--- src/sv/bec_pkg.sv ---
// Shared types, constants and lookup functions of the batched elevator controller.
`default_nettype none

package bec_pkg;

    // Fixed field widths of the transaction payloads.
    localparam int BUTTON_W  = 5;
    localparam int FLOOR_W   = 3;
    localparam int SEG_W     = 7;
    localparam int LAMP_W    = 5;
    localparam int PEND_W    = 3;
    localparam int TICK_W    = 16;
    localparam int CFG_IDX_W = 2;

    localparam int DEF_FLOOR_COUNT = 5;

    // Configuration register indexes.
    localparam logic [CFG_IDX_W-1:0] REG_WINDOW = 2'd0;
    localparam logic [CFG_IDX_W-1:0] REG_TRAVEL = 2'd1;
    localparam logic [CFG_IDX_W-1:0] REG_DWELL  = 2'd2;

    localparam logic [TICK_W-1:0] WINDOW_RESET = 16'd6000;
    localparam logic [TICK_W-1:0] TRAVEL_RESET = 16'd1000;
    localparam logic [TICK_W-1:0] DWELL_RESET  = 16'd3000;

    // Controller phase codes.
    localparam logic [1:0] PH_COLLECT = 2'd0;
    localparam logic [1:0] PH_TRAVEL  = 2'd1;
    localparam logic [1:0] PH_DWELL   = 2'd2;

    typedef logic [FLOOR_W-1:0] t_floor;

    typedef struct packed {
        logic [TICK_W-1:0] window_ticks;
        logic [TICK_W-1:0] travel_ticks;
        logic [TICK_W-1:0] dwell_ticks;
    } t_limits;

    typedef struct packed {
        t_floor            car;
        logic              going_up;
        logic              going_down;
        logic              collecting;
        logic [PEND_W-1:0] pending;
    } t_status;

    // Common-anode digit pattern, bit 0 is segment A, a low bit lights the segment.
    function automatic logic [SEG_W-1:0] digit_segments(input t_floor floor_num);
        logic [SEG_W-1:0] seg;
        case (floor_num)
            3'd1: seg = 7'h79;
            3'd2: seg = 7'h24;
            3'd3: seg = 7'h30;
            3'd4: seg = 7'h19;
            3'd5: seg = 7'h12;
            3'd6: seg = 7'h02;
            3'd7: seg = 7'h78;
            default: seg = 7'h7F;
        endcase
        return seg;
    endfunction

endpackage

`default_nettype wire

--- src/sv/bec_in_if.sv ---
// Input channel interface: one tick transaction carrying the sampled button levels.
`default_nettype none

interface bec_in_if;
    logic                          valid;
    logic                          ready;
    logic [bec_pkg::BUTTON_W-1:0]  button_levels;

    modport source (output valid, output button_levels, input ready);
    modport sink   (input valid, input button_levels, output ready);
endinterface

`default_nettype wire

--- src/sv/bec_out_if.sv ---
// Output channel interface: one status transaction per accepted tick.
`default_nettype none

interface bec_out_if;
    logic                          valid;
    logic                          ready;
    logic [bec_pkg::FLOOR_W-1:0]   shown_floor;
    logic                          going_up;
    logic                          going_down;
    logic [bec_pkg::SEG_W-1:0]     segment_levels;
    logic [bec_pkg::LAMP_W-1:0]    floor_lights;
    logic                          collecting;
    logic [bec_pkg::PEND_W-1:0]    pending_count;

    modport source (output valid, output shown_floor, output going_up, output going_down,
                    output segment_levels, output floor_lights, output collecting,
                    output pending_count, input ready);
    modport sink   (input valid, input shown_floor, input going_up, input going_down,
                    input segment_levels, input floor_lights, input collecting,
                    input pending_count, output ready);
endinterface

`default_nettype wire

--- src/sv/batched_elevator_controller.sv ---
// Top level of the batched elevator controller: configuration, handshake and result register.
//
// Usage:
//   i_req carries one transaction per time tick holding the active-low floor buttons.
//   o_rsp returns exactly one status transaction per accepted tick: car floor, direction
//   lights, seven-segment digit, one-hot floor lamp, window flag and queued request count,
//   all describing the state after that tick.
//   The configuration port (i_cfg_we, i_cfg_index, i_cfg_data) writes the window, travel
//   and dwell lengths in ticks; write it only while no transaction is in flight.
// Latency and throughput:
//   The status of a tick appears on o_rsp in the cycle after its acceptance, and one tick
//   is accepted every cycle unless o_rsp is held; the whole tick update is one pass of
//   logic between the state registers and the result register.
// Reset and stalls:
//   Reset opens a request window with an empty queue, the car at floor 1 and the
//   registers at 6000, 1000 and 3000 ticks. No clearing pass is needed.
//   While o_rsp is held, the result register keeps its transaction and i_req.ready
//   stays low until the result is taken; a new tick is accepted in that same cycle.
`default_nettype none

module batched_elevator_controller #(
    parameter int FLOOR_COUNT = bec_pkg::DEF_FLOOR_COUNT
) (
    input  wire                            i_clk,
    input  wire                            i_rst_n,
    bec_in_if.sink                         i_req,
    bec_out_if.source                      o_rsp,
    input  wire                            i_cfg_we,
    input  wire [bec_pkg::CFG_IDX_W-1:0]   i_cfg_index,
    input  wire [bec_pkg::TICK_W-1:0]      i_cfg_data
);
    import bec_pkg::*;

    t_limits           r_limits;
    t_status           status;
    t_status           r_status;
    logic [SEG_W-1:0]  segments, r_segments;
    logic [LAMP_W-1:0] lights, r_lights;
    logic              r_out_valid, n_out_valid;
    logic              step;

    assign i_req.ready = !r_out_valid || o_rsp.ready;
    assign step        = i_req.valid && i_req.ready;

    always_ff @(posedge i_clk) begin
        if (!i_rst_n) begin
            r_limits.window_ticks <= WINDOW_RESET;
            r_limits.travel_ticks <= TRAVEL_RESET;
            r_limits.dwell_ticks  <= DWELL_RESET;
        end else if (i_cfg_we) begin
            case (i_cfg_index)
                REG_WINDOW: r_limits.window_ticks <= i_cfg_data;
                REG_TRAVEL: r_limits.travel_ticks <= i_cfg_data;
                REG_DWELL:  r_limits.dwell_ticks  <= i_cfg_data;
                default: ;
            endcase
        end
    end

    bec_core #(
        .FLOOR_COUNT(FLOOR_COUNT)
    ) u_core (
        .i_clk     (i_clk),
        .i_rst_n   (i_rst_n),
        .i_step    (step),
        .i_buttons (i_req.button_levels),
        .i_limits  (r_limits),
        .o_status  (status)
    );

    bec_display u_display (
        .i_car      (status.car),
        .o_segments (segments),
        .o_lights   (lights)
    );

    always_comb begin
        n_out_valid = r_out_valid;
        if (step) begin
            n_out_valid = 1'b1;
        end else if (o_rsp.ready) begin
            n_out_valid = 1'b0;
        end
    end

    always_ff @(posedge i_clk) begin
        if (!i_rst_n) begin
            r_out_valid <= 1'b0;
        end else begin
            r_out_valid <= n_out_valid;
        end
    end

    always_ff @(posedge i_clk) begin
        if (step) begin
            r_status   <= status;
            r_segments <= segments;
            r_lights   <= lights;
        end
    end

    assign o_rsp.valid          = r_out_valid;
    assign o_rsp.shown_floor    = r_status.car;
    assign o_rsp.going_up       = r_status.going_up;
    assign o_rsp.going_down     = r_status.going_down;
    assign o_rsp.segment_levels = r_segments;
    assign o_rsp.floor_lights   = r_lights;
    assign o_rsp.collecting     = r_status.collecting;
    assign o_rsp.pending_count  = r_status.pending;

endmodule

`default_nettype wire

--- src/sv/bec_core.sv ---
// Request queue, phase sequencer, tick counter and car position of the controller.
`default_nettype none

module bec_core #(
    parameter int FLOOR_COUNT = bec_pkg::DEF_FLOOR_COUNT
) (
    input  wire                          i_clk,
    input  wire                          i_rst_n,
    input  wire                          i_step,
    input  wire [bec_pkg::BUTTON_W-1:0]  i_buttons,
    input  bec_pkg::t_limits             i_limits,
    output bec_pkg::t_status             o_status
);
    import bec_pkg::*;

    // Only floors that have both a button and a place in the car's range can be queued.
    localparam int QDEPTH = (FLOOR_COUNT < BUTTON_W) ? FLOOR_COUNT : BUTTON_W;
    localparam int CNT_W  = $clog2(QDEPTH + 1);

    logic [1:0]        r_phase, n_phase;
    t_floor            r_queue [QDEPTH];
    t_floor            n_queue [QDEPTH];
    logic [QDEPTH-1:0] r_queued, n_queued;
    logic [CNT_W-1:0]  r_count, n_count;
    logic [CNT_W-1:0]  r_serve, n_serve;
    t_floor            r_car, n_car;
    logic [TICK_W-1:0] r_tick, n_tick;

    logic [QDEPTH-1:0] new_req;
    t_floor            app_q [QDEPTH];
    t_floor            app_shift [QDEPTH];
    t_floor            cur_shift [QDEPTH];
    logic [CNT_W-1:0]  app_count;
    logic [CNT_W-1:0]  serve_inc;
    logic [TICK_W-1:0] tick_inc;
    logic              advance;

    // Append newly pressed floors in floor order behind the entries already held.
    always_comb begin
        new_req   = ~i_buttons[QDEPTH-1:0] & ~r_queued;
        app_q     = r_queue;
        app_count = r_count;
        for (int k = 0; k < QDEPTH; k++) begin
            if (new_req[k]) begin
                for (int j = 0; j < QDEPTH; j++) begin
                    if (app_count == CNT_W'(j)) begin
                        app_q[j] = FLOOR_W'(k + 1);
                    end
                end
                app_count = app_count + CNT_W'(1);
            end
        end
    end

    // The head of the queue is always the current target, so serving pops by shifting.
    always_comb begin
        for (int j = 0; j < QDEPTH - 1; j++) begin
            app_shift[j] = app_q[j + 1];
            cur_shift[j] = r_queue[j + 1];
        end
        app_shift[QDEPTH-1] = app_q[QDEPTH-1];
        cur_shift[QDEPTH-1] = r_queue[QDEPTH-1];
    end

    always_comb begin
        n_phase   = r_phase;
        n_queue   = r_queue;
        n_queued  = r_queued;
        n_count   = r_count;
        n_serve   = r_serve;
        n_car     = r_car;
        tick_inc  = r_tick + TICK_W'(1);
        n_tick    = tick_inc;
        serve_inc = r_serve + CNT_W'(1);
        advance   = 1'b0;

        case (r_phase)
            PH_COLLECT: begin
                n_queue  = app_q;
                n_count  = app_count;
                n_queued = r_queued | new_req;
                if (tick_inc >= i_limits.window_ticks) begin
                    n_tick = '0;
                    if (app_count != '0) begin
                        n_serve = '0;
                        n_phase = PH_TRAVEL;
                        // Queued floors are distinct, so at most one entry can match the car; only the head is checked.
                        if (app_q[0] == r_car) begin
                            if (app_count <= CNT_W'(1)) begin
                                n_count  = '0;
                                n_queued = '0;
                                n_phase  = PH_COLLECT;
                            end else begin
                                n_serve = CNT_W'(1);
                                n_queue = app_shift;
                            end
                        end
                    end
                end
            end
            PH_TRAVEL: begin
                if (tick_inc >= i_limits.travel_ticks) begin
                    n_tick = '0;
                    if (r_queue[0] > r_car) begin
                        n_car = r_car + FLOOR_W'(1);
                    end else if (r_queue[0] < r_car) begin
                        n_car = r_car - FLOOR_W'(1);
                    end
                end
                if (n_car == r_queue[0]) begin
                    n_tick = '0;
                    if (i_limits.dwell_ticks == '0) begin
                        advance = 1'b1;
                    end else begin
                        n_phase = PH_DWELL;
                    end
                end
            end
            PH_DWELL: begin
                if (tick_inc >= i_limits.dwell_ticks) begin
                    advance = 1'b1;
                end
            end
            default: begin
                n_phase = PH_COLLECT;
                n_tick  = '0;
            end
        endcase

        // Move to the next target; the next entry never equals the floor just reached.
        if (advance) begin
            n_tick = '0;
            if (serve_inc >= r_count) begin
                n_count  = '0;
                n_serve  = '0;
                n_queued = '0;
                n_phase  = PH_COLLECT;
            end else begin
                n_serve = serve_inc;
                n_queue = cur_shift;
                n_phase = PH_TRAVEL;
            end
        end
    end

    always_ff @(posedge i_clk) begin
        if (!i_rst_n) begin
            r_phase  <= PH_COLLECT;
            r_queued <= '0;
            r_count  <= '0;
            r_serve  <= '0;
            r_car    <= FLOOR_W'(1);
            r_tick   <= '0;
        end else if (i_step) begin
            r_phase  <= n_phase;
            r_queued <= n_queued;
            r_count  <= n_count;
            r_serve  <= n_serve;
            r_car    <= n_car;
            r_tick   <= n_tick;
        end
    end

    always_ff @(posedge i_clk) begin
        if (i_step) begin
            r_queue <= n_queue;
        end
    end

    // Status of the state after this tick, before the output register.
    always_comb begin
        o_status.car        = n_car;
        o_status.going_up   = (n_phase == PH_TRAVEL) && (n_queue[0] > n_car);
        o_status.going_down = (n_phase == PH_TRAVEL) && (n_queue[0] < n_car);
        o_status.collecting = (n_phase == PH_COLLECT);
        o_status.pending    = PEND_W'(n_count);
    end

endmodule

`default_nettype wire

--- src/sv/bec_display.sv ---
// Seven-segment and floor-lamp decoding of the car position.
`default_nettype none

module bec_display (
    input  bec_pkg::t_floor              i_car,
    output logic [bec_pkg::SEG_W-1:0]    o_segments,
    output logic [bec_pkg::LAMP_W-1:0]   o_lights
);
    import bec_pkg::*;

    always_comb begin
        o_segments = digit_segments(i_car);
        case (i_car)
            3'd1:    o_lights = 5'b00001;
            3'd2:    o_lights = 5'b00010;
            3'd3:    o_lights = 5'b00100;
            3'd4:    o_lights = 5'b01000;
            3'd5:    o_lights = 5'b10000;
            default: o_lights = 5'b00000;
        endcase
    end

endmodule

`default_nettype wire

--- src/flat_wrapper.sv ---
// flat-port wrapper written by rule: the top's interface ports become plain ports
module batched_elevator_controller_flat import bec_pkg::*;
#(
    parameter int FLOOR_COUNT = bec_pkg::DEF_FLOOR_COUNT
)
  (i_clk, i_rst_n, i_cfg_we, i_cfg_index, i_cfg_data, i_req_valid, i_req_button_levels, i_req_ready, o_rsp_valid, o_rsp_shown_floor, o_rsp_going_up, o_rsp_going_down, o_rsp_segment_levels, o_rsp_floor_lights, o_rsp_collecting, o_rsp_pending_count, o_rsp_ready);
  bec_in_if i_req_i ();
  bec_out_if o_rsp_i ();
  input  wire i_clk;
  input  wire i_rst_n;
  input  wire i_cfg_we;
  input  wire [bec_pkg::CFG_IDX_W-1:0] i_cfg_index;
  input  wire [bec_pkg::TICK_W-1:0] i_cfg_data;
  input wire logic [$bits(i_req_i.valid)-1:0] i_req_valid;
  input wire logic [$bits(i_req_i.button_levels)-1:0] i_req_button_levels;
  output wire logic [$bits(i_req_i.ready)-1:0] i_req_ready;
  output wire logic [$bits(o_rsp_i.valid)-1:0] o_rsp_valid;
  output wire logic [$bits(o_rsp_i.shown_floor)-1:0] o_rsp_shown_floor;
  output wire logic [$bits(o_rsp_i.going_up)-1:0] o_rsp_going_up;
  output wire logic [$bits(o_rsp_i.going_down)-1:0] o_rsp_going_down;
  output wire logic [$bits(o_rsp_i.segment_levels)-1:0] o_rsp_segment_levels;
  output wire logic [$bits(o_rsp_i.floor_lights)-1:0] o_rsp_floor_lights;
  output wire logic [$bits(o_rsp_i.collecting)-1:0] o_rsp_collecting;
  output wire logic [$bits(o_rsp_i.pending_count)-1:0] o_rsp_pending_count;
  input wire logic [$bits(o_rsp_i.ready)-1:0] o_rsp_ready;
  assign i_req_i.valid = i_req_valid;
  assign i_req_i.button_levels = i_req_button_levels;
  assign i_req_ready = i_req_i.ready;
  assign o_rsp_valid = o_rsp_i.valid;
  assign o_rsp_shown_floor = o_rsp_i.shown_floor;
  assign o_rsp_going_up = o_rsp_i.going_up;
  assign o_rsp_going_down = o_rsp_i.going_down;
  assign o_rsp_segment_levels = o_rsp_i.segment_levels;
  assign o_rsp_floor_lights = o_rsp_i.floor_lights;
  assign o_rsp_collecting = o_rsp_i.collecting;
  assign o_rsp_pending_count = o_rsp_i.pending_count;
  assign o_rsp_i.ready = o_rsp_ready;
  batched_elevator_controller #(.FLOOR_COUNT(FLOOR_COUNT)) u_core (.i_clk(i_clk), .i_rst_n(i_rst_n), .i_req(i_req_i), .o_rsp(o_rsp_i), .i_cfg_we(i_cfg_we), .i_cfg_index(i_cfg_index), .i_cfg_data(i_cfg_data));
endmodule
--- config.mk ---
export PLATFORM = sky130hd
export DESIGN_NAME = batched_elevator_controller_flat
export DESIGN_NICKNAME = d
export VERILOG_FILES = /design/src/sv/bec_pkg.sv /design/src/sv/bec_in_if.sv /design/src/sv/bec_out_if.sv /design/src/sv/batched_elevator_controller.sv /design/src/sv/bec_core.sv /design/src/sv/bec_display.sv /design/src/flat_wrapper.sv
export SDC_FILE = /design/constraint.sdc
export NUM_CORES = 1
export LEC_CHECK = 0
export BUFFER_PORTS_ARGS = -buffer_cell sky130_fd_sc_hd__buf_2
export CAP_MARGIN = 20
export CORE_MARGIN = 8
export CORE_UTILIZATION = 55
export DETAILED_ROUTE_END_ITERATION = 7
export GPL_TIMING_DRIVEN = 0
export PLACE_DENSITY = 0.82
export SLEW_MARGIN = 0
export SYNTH_ARGS = -nofsm -noshare
export SYNTH_HDL_FRONTEND = slang
export SYNTH_HIERARCHICAL = 1
export SYNTH_SLANG_ARGS = --single-unit
--- constraint.sdc ---
create_clock -name i_clk -period 7 [get_ports i_clk]
set_input_delay 1.4 -clock i_clk [delete_from_list [all_inputs] [get_ports i_clk]]
set_output_delay 1.4 -clock i_clk [all_outputs]
set_load 0.05 [all_outputs]
==> flow_summary.ini, run 1 <==
[outcome]
status = finished, final reports clean

[timing]
achievable-frequency_mhz = 146.9
final_hold_viol_count = 0
relSlewSlack_pct = 52.01
setup_tns_ns = 0
hold_slack_ns = 0.4594
setup_viol = 0
setup_ws_ns = 0.1928
finalCritPeriodShare_pct = 97.25
slew_viol_final = 0
fin_crit_ns = 6.807
clock-skew-final_ns = 0.009889
worstMarginPinSlew_ns = 0.7199

[setup_path]
critPathCaptureType = flip-flop
criticalPathCategory = input pin to flip-flop
cp_data_arrival_time_ns = 6.97
cp_slowest_cell = or3b_4
cp_max_fo = 10
required_ns = 7.16
path_common_cell = ha_1
slowest_delay_ns = 0.42
crit_path_start_kind = input pin

[pwr]
seqPwrFrac_pct = 32.2
clock_power_share_pct = 31.9
switchingPower_mw = 0.9495
p_int_mw = 1.653
p_leak_nw = 4.449
peakVddDrop_uv = 174.6
p_per_area_mw_per_mm2 = 261.8
swShare_pct = 36.48
power_mw = 2.603
p_comb_share_pct = 35.9

[finish]
antennaDiodeCount = 0
regArea_mm2 = 0.002703
fin_nets = 1194
multi_input_area_mm2 = 0.005499
drive_gt1_share_pct = 15.60
fin_cells = 1301
stdcell_area_mm2 = 0.009941
final_core_util_pct = 65.15
area_growth_syn_to_layout_pct = 15.25
n_fill_cell = 1209

[clocking]
cts_buffers = 17
cts_root_buf = clkbuf_16
cts_tree = built
clk_latency_ns = 0.41
clock_path_buffers = 2
htree_levels = 4
cts.clk_slew.worst_paths_ns = 0.06
cts.sinks = 117

[synth]
ys_warn_count = 6
synth.distinct_cells = 93
synth_ff_type = dfxtp_1
async_flop_share_pct = 0
synth_seq_cells = 117
synthesis.nets = 1116
yosysMostFrequentCell = nand2_1
synth_area_leader_cell = dfxtp_1
synth_edf_count = 36
synth.area.top_cells = dfxtp_1, ha_1, edfxtp_1
syn_area_per_cell_um2 = 8.634
netlist_instances = 999
synth_commonest_cells = nand2_1, ha_1, inv_1
synth_area_mm2 = 0.008626
synth.top_cell.area_share_pct = 18.80
yosysSeqAreaShare_pct = 31.33

[route]
drt-total-wl_um = 23150
vias_per_cell = 5.962
final_antenna_net_count = 0
drc = 0
post_drt_wl_per_cell_um = 17.79
num_vias = 7756
dr.pass1.iters = 5
drtIter0Drc = 666

[global_route]
grt_use_met1_pct = 26.90
grt_overflow = 0
top_usage_layer = met2
grt_antenna_before_repair = 0
grt_usage_pct = 23.39
grt.met3_usage_pct = 4.591
grt_pass1_vias = 7722
grt_pass1_wl_um = 37570
grt_max_degree = 40
met2_usage_pct = 40.89

[worst_hold_path]
hp-class = flip-flop to flip-flop

[floorplanning]
ioPinCount = 51
die-height_um = 141.2
initial_utilization_pct = 56.53
rows = 45
dieWidth_um = 141.2
core_area_mm2 = 0.01526
dieArea_mm2 = 0.01995

[placed_design]
port_buffers = 48
dp_hpwl_um = 17140
place_congestion = 0.9538
dpl_worst_slack_ns = -1.044
placed_area_mm2 = 0.009160
dp.cells = 1259

[run]
maxCapViolations = 0
logic make-up (layout without fill, tap and decap cells):
family / after synthesis / count (layout) / share of synthesized area, %
compound gates: 212 / 212 / 17.42
xor+xnor: 28 / 28 / 3.162
fa+ha+maj: 89 / 89 / 12.91
buf+inv: 132 / 223 / 6.484
flops: 117 / 117 / 31.33
mux: 63 / 63 / 7.456
simple gates: 358 / 358 / 21.24
placed cells by master, fill, tap and decap left out, drive strengths merged, types with 17 or more instances in the layout:
cell type,instances
a21oi,51
buf,81
clkbuf,41
dfxtp,81
edfxtp,36
ha,89
inv,95
mux2i,59
nand2,113
nand3,36
nor2,64
nor2b,28
nor3,20
o21ai,42
xnor2,17
area by class of cell:
type	instances	area share [%]
Multi-Input combinational cell	750	55.32
Sequential cell	117	27.19
Clock buffer	21	4.846
Timing Repair Buffer	60	3.449
Inverter	90	3.398
Tap cell	211	2.656
Buffer	41	2.266
Clock inverter	11	0.8811
path summary, 6_finish.rpt:
kind | start | slack [ns] | depth (start not counted) | endpoint
setup / recovery | i_req_button_levels[0] | 0.19 | 32 | u_core/o_rsp.going_up$_DFFE_PP_
hold / removal | u_core/r_limits[34]$_SDFFE_PN0P_ | 0.46 | 2 | u_core/r_limits[34]$_SDFFE_PN0P_
setup reg to reg | u_core/u_core/r_count[0]$_SDFFE_PN0P_ | 0.44 | 32 | u_core/o_rsp.going_up$_DFFE_PP_
hold reg to reg | u_core/r_limits[34]$_SDFFE_PN0P_ | 0.46 | 2 | u_core/r_limits[34]$_SDFFE_PN0P_
what timing repair did:
item,4_1_cts,5_1_grt
cloned,0,0
endpoints found under the hold margin,0,0
hold buffers,0,0
pin swaps,5,10
endpoints found under the setup margin,2,2
setup buffers,5,6
gates resized for setup,14,19
metal layers:
metal / wire length (um) / share of wire [%]
met5: 0 / 0
met3: 1283 / 5.5
met2: 11410 / 49
met1: 9535 / 41
met4: 918 / 4.0
worst max-delay path, delay by kind of cell:
| kind | cells | cell delay (ns) |
|---|---|---|
| simple gates | 7 | 1.56 |
| buf+inv | 5 | 0.63 |
| mux | 2 | 0.34 |
| fa+ha+maj | 5 | 1.27 |
| compound gates | 13 | 1.74 |
power groups by stage:
stage / registers [mW] / logic (mW) / clock network (mW)
after floorplan: 0.873 / 0.590 / 0
after global placement: 0.849 / 0.801 / 0
after detailed placement: 0.850 / 0.820 / 0
after CTS: 0.836 / 0.866 / 0.840
after global routing: 0.844 / 1.02 / 0.874
final: 0.839 / 0.934 / 0.830
flip-flops by register name, summed over array words and instances (netlist names), 5 cells and up:
name / flops
u_core/r_limits: 48
u_core/u_core/r_tick: 16
u_core/u_core/cur_shift: 12
u_core/o_rsp.segment_levels: 7
u_core/o_rsp.floor_lights: 5
u_core/u_core/r_queued: 5
Power figures use the tool's default switching activity.
==> run 2, diff against run 1 <==
- CORE_UTILIZATION: 55 -> 56
- CTS_CLUSTER_DIAMETER: not set -> 100
- PLACE_DENSITY: 0.82 -> 0.83
==> flow_summary.ini, run 2 (synthesis results as in run 1) <==
[outcome]
status = finished, final reports clean

[timing]
slew_viol_final = 0
finalCritPeriodShare_pct = 96.70
hold_slack_ns = 0.4584
final_hold_viol_count = 0
worstMarginPinSlew_ns = 0.9539
clock-skew-final_ns = 0.01363
relSlewSlack_pct = 36.41
setup_viol = 0
achievable-frequency_mhz = 147.7
fin_crit_ns = 6.769

[placed_design]
placed_area_mm2 = 0.009111
place_congestion = 0.9349
port_buffers = 48
dp_hpwl_um = 17210

[floorplanning]
initial_utilization_pct = 56.95
core_area_mm2 = 0.01515
ioPinCount = 51
dieWidth_um = 140.1
die-height_um = 140.1
dieArea_mm2 = 0.01963
rows = 45

[setup_path]
path_common_cell = ha_1
criticalPathCategory = input pin to flip-flop
required_ns = 7.29
cp_slowest_cell = or3b_2
path_delay_family = simple AND/OR/NAND/NOR gates
slowest_delay_ns = 0.51
critPathCaptureType = flip-flop
crit_buf_inv = 6
crit_path_start_kind = input pin
cp_max_fo = 10
cp_data_arrival_time_ns = 7.06

[finish]
antennaDiodeCount = 0
n_fill_cell = 1219
largest_reg_flops = 48
multi_input_area_mm2 = 0.005489
mostFrequentLayoutCell = nand2_1
final_cell_mix = nand2_1, inv_1, ha_1
top_register = u_core/r_limits
drive_gt1_share_pct = 15.09
area_growth_syn_to_layout_pct = 14.40
regArea_mm2 = 0.002703
stdcell_area_mm2 = 0.009868
fin_nets = 1192

[clocking]
cts.sinks = 117
cts.clk_slew.worst_paths_ns = 0.06
cts_buffers = 17
cts_root_buf = clkbuf_16
clk_latency_ns = 0.43
htree_levels = 4
cts_tree = built
clock_path_buffers = 2

[route]
drtIter0Drc = 799
dr.pass1.iters = 5
vias_per_cell = 6.174
dr_wl_met3_um = 1357
post_drt_wl_per_cell_um = 18.55
drc = 0
topRoutingLayerUsed = met4
met1_length_um = 9659
drt-total-wl_um = 23650
num_vias = 7872
dr_wl_met2_um = 11610
final_antenna_net_count = 0

[global_route]
grt_max_degree = 40
grt_pass1_wl_um = 38090
grt_overflow = 0
grt_pass1_vias = 7659
grt_antenna_before_repair = 0
grt_usage_pct = 24.10

[pwr]
swShare_pct = 36.77
peakVddDrop_uv = 182.8
p_comb_share_pct = 35.7
p_leak_nw = 4.426
p_per_area_mw_per_mm2 = 263.9
switchingPower_mw = 0.9575
p_int_mw = 1.646
seqPwrFrac_pct = 32.2
clock_power_share_pct = 32.1

[worst_hold_path]
hp-class = flip-flop to flip-flop

[run]
maxCapViolations = 0
## run 2: cell types whose count changed in the layout (fill, tap and decap cells not counted), moves of 2 or more
cell	delta
clkinv_4	+2
o21ai_2	-2
clkinvlp_4	-2
buf_4	-2
## run 2: path summary, 6_finish.rpt
kind,startpoint,endpoint,slack [ns],depth (start not counted)
setup / recovery,i_req_button_levels[0],u_core/o_rsp.going_up$_DFFE_PP_,0.23,31
hold / removal,u_core/r_limits[47]$_SDFFE_PN0P_,u_core/r_limits[47]$_SDFFE_PN0P_,0.46,2
setup reg to reg,u_core/u_core/r_count[0]$_SDFFE_PN0P_,u_core/o_rsp.going_up$_DFFE_PP_,0.48,31
hold reg to reg,u_core/r_limits[47]$_SDFFE_PN0P_,u_core/r_limits[47]$_SDFFE_PN0P_,0.46,2
## run 2: power by group through the flow
stage               Sequential, mW  Combinational (mW)  Clock (mW)
floorplan                    0.873               0.590           0
global placement             0.849               0.798           0
detailed placement           0.850               0.822           0
CTS                          0.836               0.865       0.847
global route                 0.843                1.01       0.880
finish                       0.839               0.928       0.837
## run 2: cell type report
type | instances | area share (%)
flip-flops and latches | 117 | 27.39
plain buffers | 41 | 2.257
inverters | 90 | 3.423
well taps | 188 | 2.384
clock buffers | 20 | 4.843
multi-input cells | 750 | 55.62
clock inverters | 11 | 0.8875
repair buffers | 58 | 3.195
## run 2: worst register-to-register path: cells and delay by family, from the launching register on
family	cells	cell delay [ns]
buffers and inverters	5	0.68
adders and majority gates	6	1.53
muxes	1	0.18
AOI/OAI and AO/OA	10	1.47
DFF	1	0.54
and+or+nand+nor	9	1.97
## run 2: what timing repair did
action	4_1_cts	5_1_grt
hold buffers	0	0
setup endpoints to repair	2	2
setup buffers	6	4
gates resized for setup	10	15
pin swaps	7	6
## run 2: through the flow
step | util (%) | setup WS [ns] | std cells | total power, mW | setup TNS [ns]
4_1_cts | 64.42 | 0.02719 | 1272 | 2.548 | 0
3_5_place_dp | 60.16 | -0.9759 | 1235 | 1.672 | -1.925
3_3_place_gp | 60.15 | -0.8490 | 1235 | 1.648 | -1.582
6_report | 65.15 | 0.2312 | 1275 | 2.604 | 0
5_1_grt | 65.15 | -0.03192 | 1275 | 2.736 | -0.03192
2_1_floorplan | - | 0.01276 | 999 | 1.463 | 0
## run 2: layer usage
metal	global-route usage, %	vias to the layer above
met5	0	-
met1	27.99	3757
li1	-	3738
met2	40.93	302
met3	5.335	75
met4	12.69	0
==> run 3, diff against run 2 <==
- CORE_ASPECT_RATIO: not set -> 0.5
- REMOVE_ABC_BUFFERS: not set -> 1
==> flow_summary.ini, run 3 (synthesis results as in run 1) <==
[route]
num_vias = 7851
dr.pass1.iters = 7
drc = 0
post_drt_wl_per_cell_um = 18.50
final_antenna_net_count = 0
drt-total-wl_um = 23280
drtIter0Drc = 783
vias_per_cell = 6.241

[floorplanning]
rows = 32
core_area_mm2 = 0.01521
initial_utilization_pct = 56.69
dieArea_mm2 = 0.01987
die-height_um = 103.8
dieWidth_um = 191.5
ioPinCount = 51

[placed_design]
dp_hpwl_um = 16280
port_buffers = 50
place_congestion = 0.9424

[finish]
drive_gt1_share_pct = 14.99
regArea_mm2 = 0.002703
final_core_util_pct = 64.42
largest_reg_flops = 48
final_cell_mix = nand2_1, inv_1, ha_1
multi_input_area_mm2 = 0.005535
antennaDiodeCount = 0
mostFrequentLayoutCell = nand2_1
top_register = u_core/r_limits
area_growth_syn_to_layout_pct = 13.62
fin_nets = 1158
n_fill_cell = 1215

[setup_path]
cp_slowest_cell = or3b_4
path_common_cell = ha_1
criticalPathCategory = input pin to flip-flop
crit_path_start_kind = input pin
slowest_delay_ns = 0.42
cp_data_arrival_time_ns = 7.17
cp_max_fo = 12
required_ns = 7.28
critPathCaptureType = flip-flop

[timing]
relSlewSlack_pct = 27.04
achievable-frequency_mhz = 145.1
worstMarginPinSlew_ns = 1.094
setup_viol = 0
final_hold_viol_count = 0
hold_slack_ns = 0.4627
fin_crit_ns = 6.893
finalCritPeriodShare_pct = 98.47
clock-skew-final_ns = 0.01474
slew_viol_final = 0

[outcome]
status = finished, final reports clean

[clocking]
clock_path_buffers = 2
cts.sinks = 117
cts_buffers = 17
htree_levels = 4
cts_root_buf = clkbuf_16
hold_buffers = 0
cts.clk_slew.worst_paths_ns = 0.06
cts_tree = built
clk_latency_ns = 0.43

[global_route]
grt_usage_pct = 22.83
grt_max_degree = 96
grt_overflow = 0
grt_pass1_wl_um = 37230
grt_pass1_vias = 7600
grt_antenna_before_repair = 0

[pwr]
peakVddDrop_uv = 160.1
p_per_area_mw_per_mm2 = 270.5
p_leak_nw = 4.362

[run]
maxCapViolations = 0

[worst_hold_path]
hp-class = flip-flop to flip-flop
==> run 3: timing repair <==
| action | in CTS | in global routing |
|---|---|---|
| resized for setup | 13 | 23 |
| endpoints found under the setup margin | 7 | 2 |
| pin swaps | 3 | 8 |
| setup buffers | 5 | 6 |
| gates cloned | 0 | 1 |
==> run 3: metal layers <==
metal,global-route usage (%),part of all wire [%],vias to the layer above
li1,-,-,3679
met5,0,0,-
met1,27.80,42,3741
met3,4.183,6.8,69
met2,39.70,48,362
met4,8.142,2.7,0
==> run 3: path summary, 6_finish.rpt <==
path | start | slack, ns | depth (start not counted) | to
worst max-delay path | i_req_button_levels[0] | 0.11 | 33 | u_core/o_rsp.going_up$_DFFE_PP_
worst min-delay path | u_core/r_limits[35]$_SDFFE_PN0P_ | 0.46 | 2 | u_core/r_limits[35]$_SDFFE_PN0P_
worst max register to register | u_core/u_core/r_tick[0]$_SDFFE_PN0P_ | 0.32 | 24 | u_core/o_rsp.going_up$_DFFE_PP_
worst min register to register | u_core/r_limits[35]$_SDFFE_PN0P_ | 0.46 | 2 | u_core/r_limits[35]$_SDFFE_PN0P_
==> run 3: where the power goes <==
part / switching [mW] / leakage [nW] / internal (mW)
logic: 0.574 / 3.07 / 0.360
registers: 0.0571 / 0.999 / 0.781
clock network: 0.343 / 0.296 / 0.535
total: 0.975 / 4.36 / 1.68
==> run 3: critical path, delay by kind of cell <==
kind / cells / cell delay [ns]
compound gates: 12 / 1.91
xor+xnor: 1 / 0.23
fa+ha+maj: 5 / 1.29
buf+inv: 6 / 0.71
mux: 1 / 0.22
simple gates: 8 / 1.38
==> run 3: layout make-up <==
class | instances | share of cell area [%]
Multi-Input combinational cell | 751 | 56.48
Sequential cell | 117 | 27.58
Clock buffer | 20 | 4.890
Timing Repair Buffer | 64 | 3.855
Inverter | 90 | 3.447
Tap cell | 204 | 2.604
Clock inverter | 12 | 1.149
==> run 3: stage by stage <==
step / instance area, um2 / instances / setup slack, ns / power [mW] / setup TNS (ns)
floorplan: 8404 / 957 / -0.1528 / 1.445 / -0.1998
global placement: 8910 / 1211 / -1.251 / 1.625 / -5.074
detailed placement: 8952 / 1213 / -1.430 / 1.665 / -8.453
CTS: 9635 / 1250 / 0.02087 / 2.565 / 0
global route: 9801 / 1258 / -0.09675 / 2.772 / -0.09675
finish: 9801 / 1258 / 0.1068 / 2.651 / 0
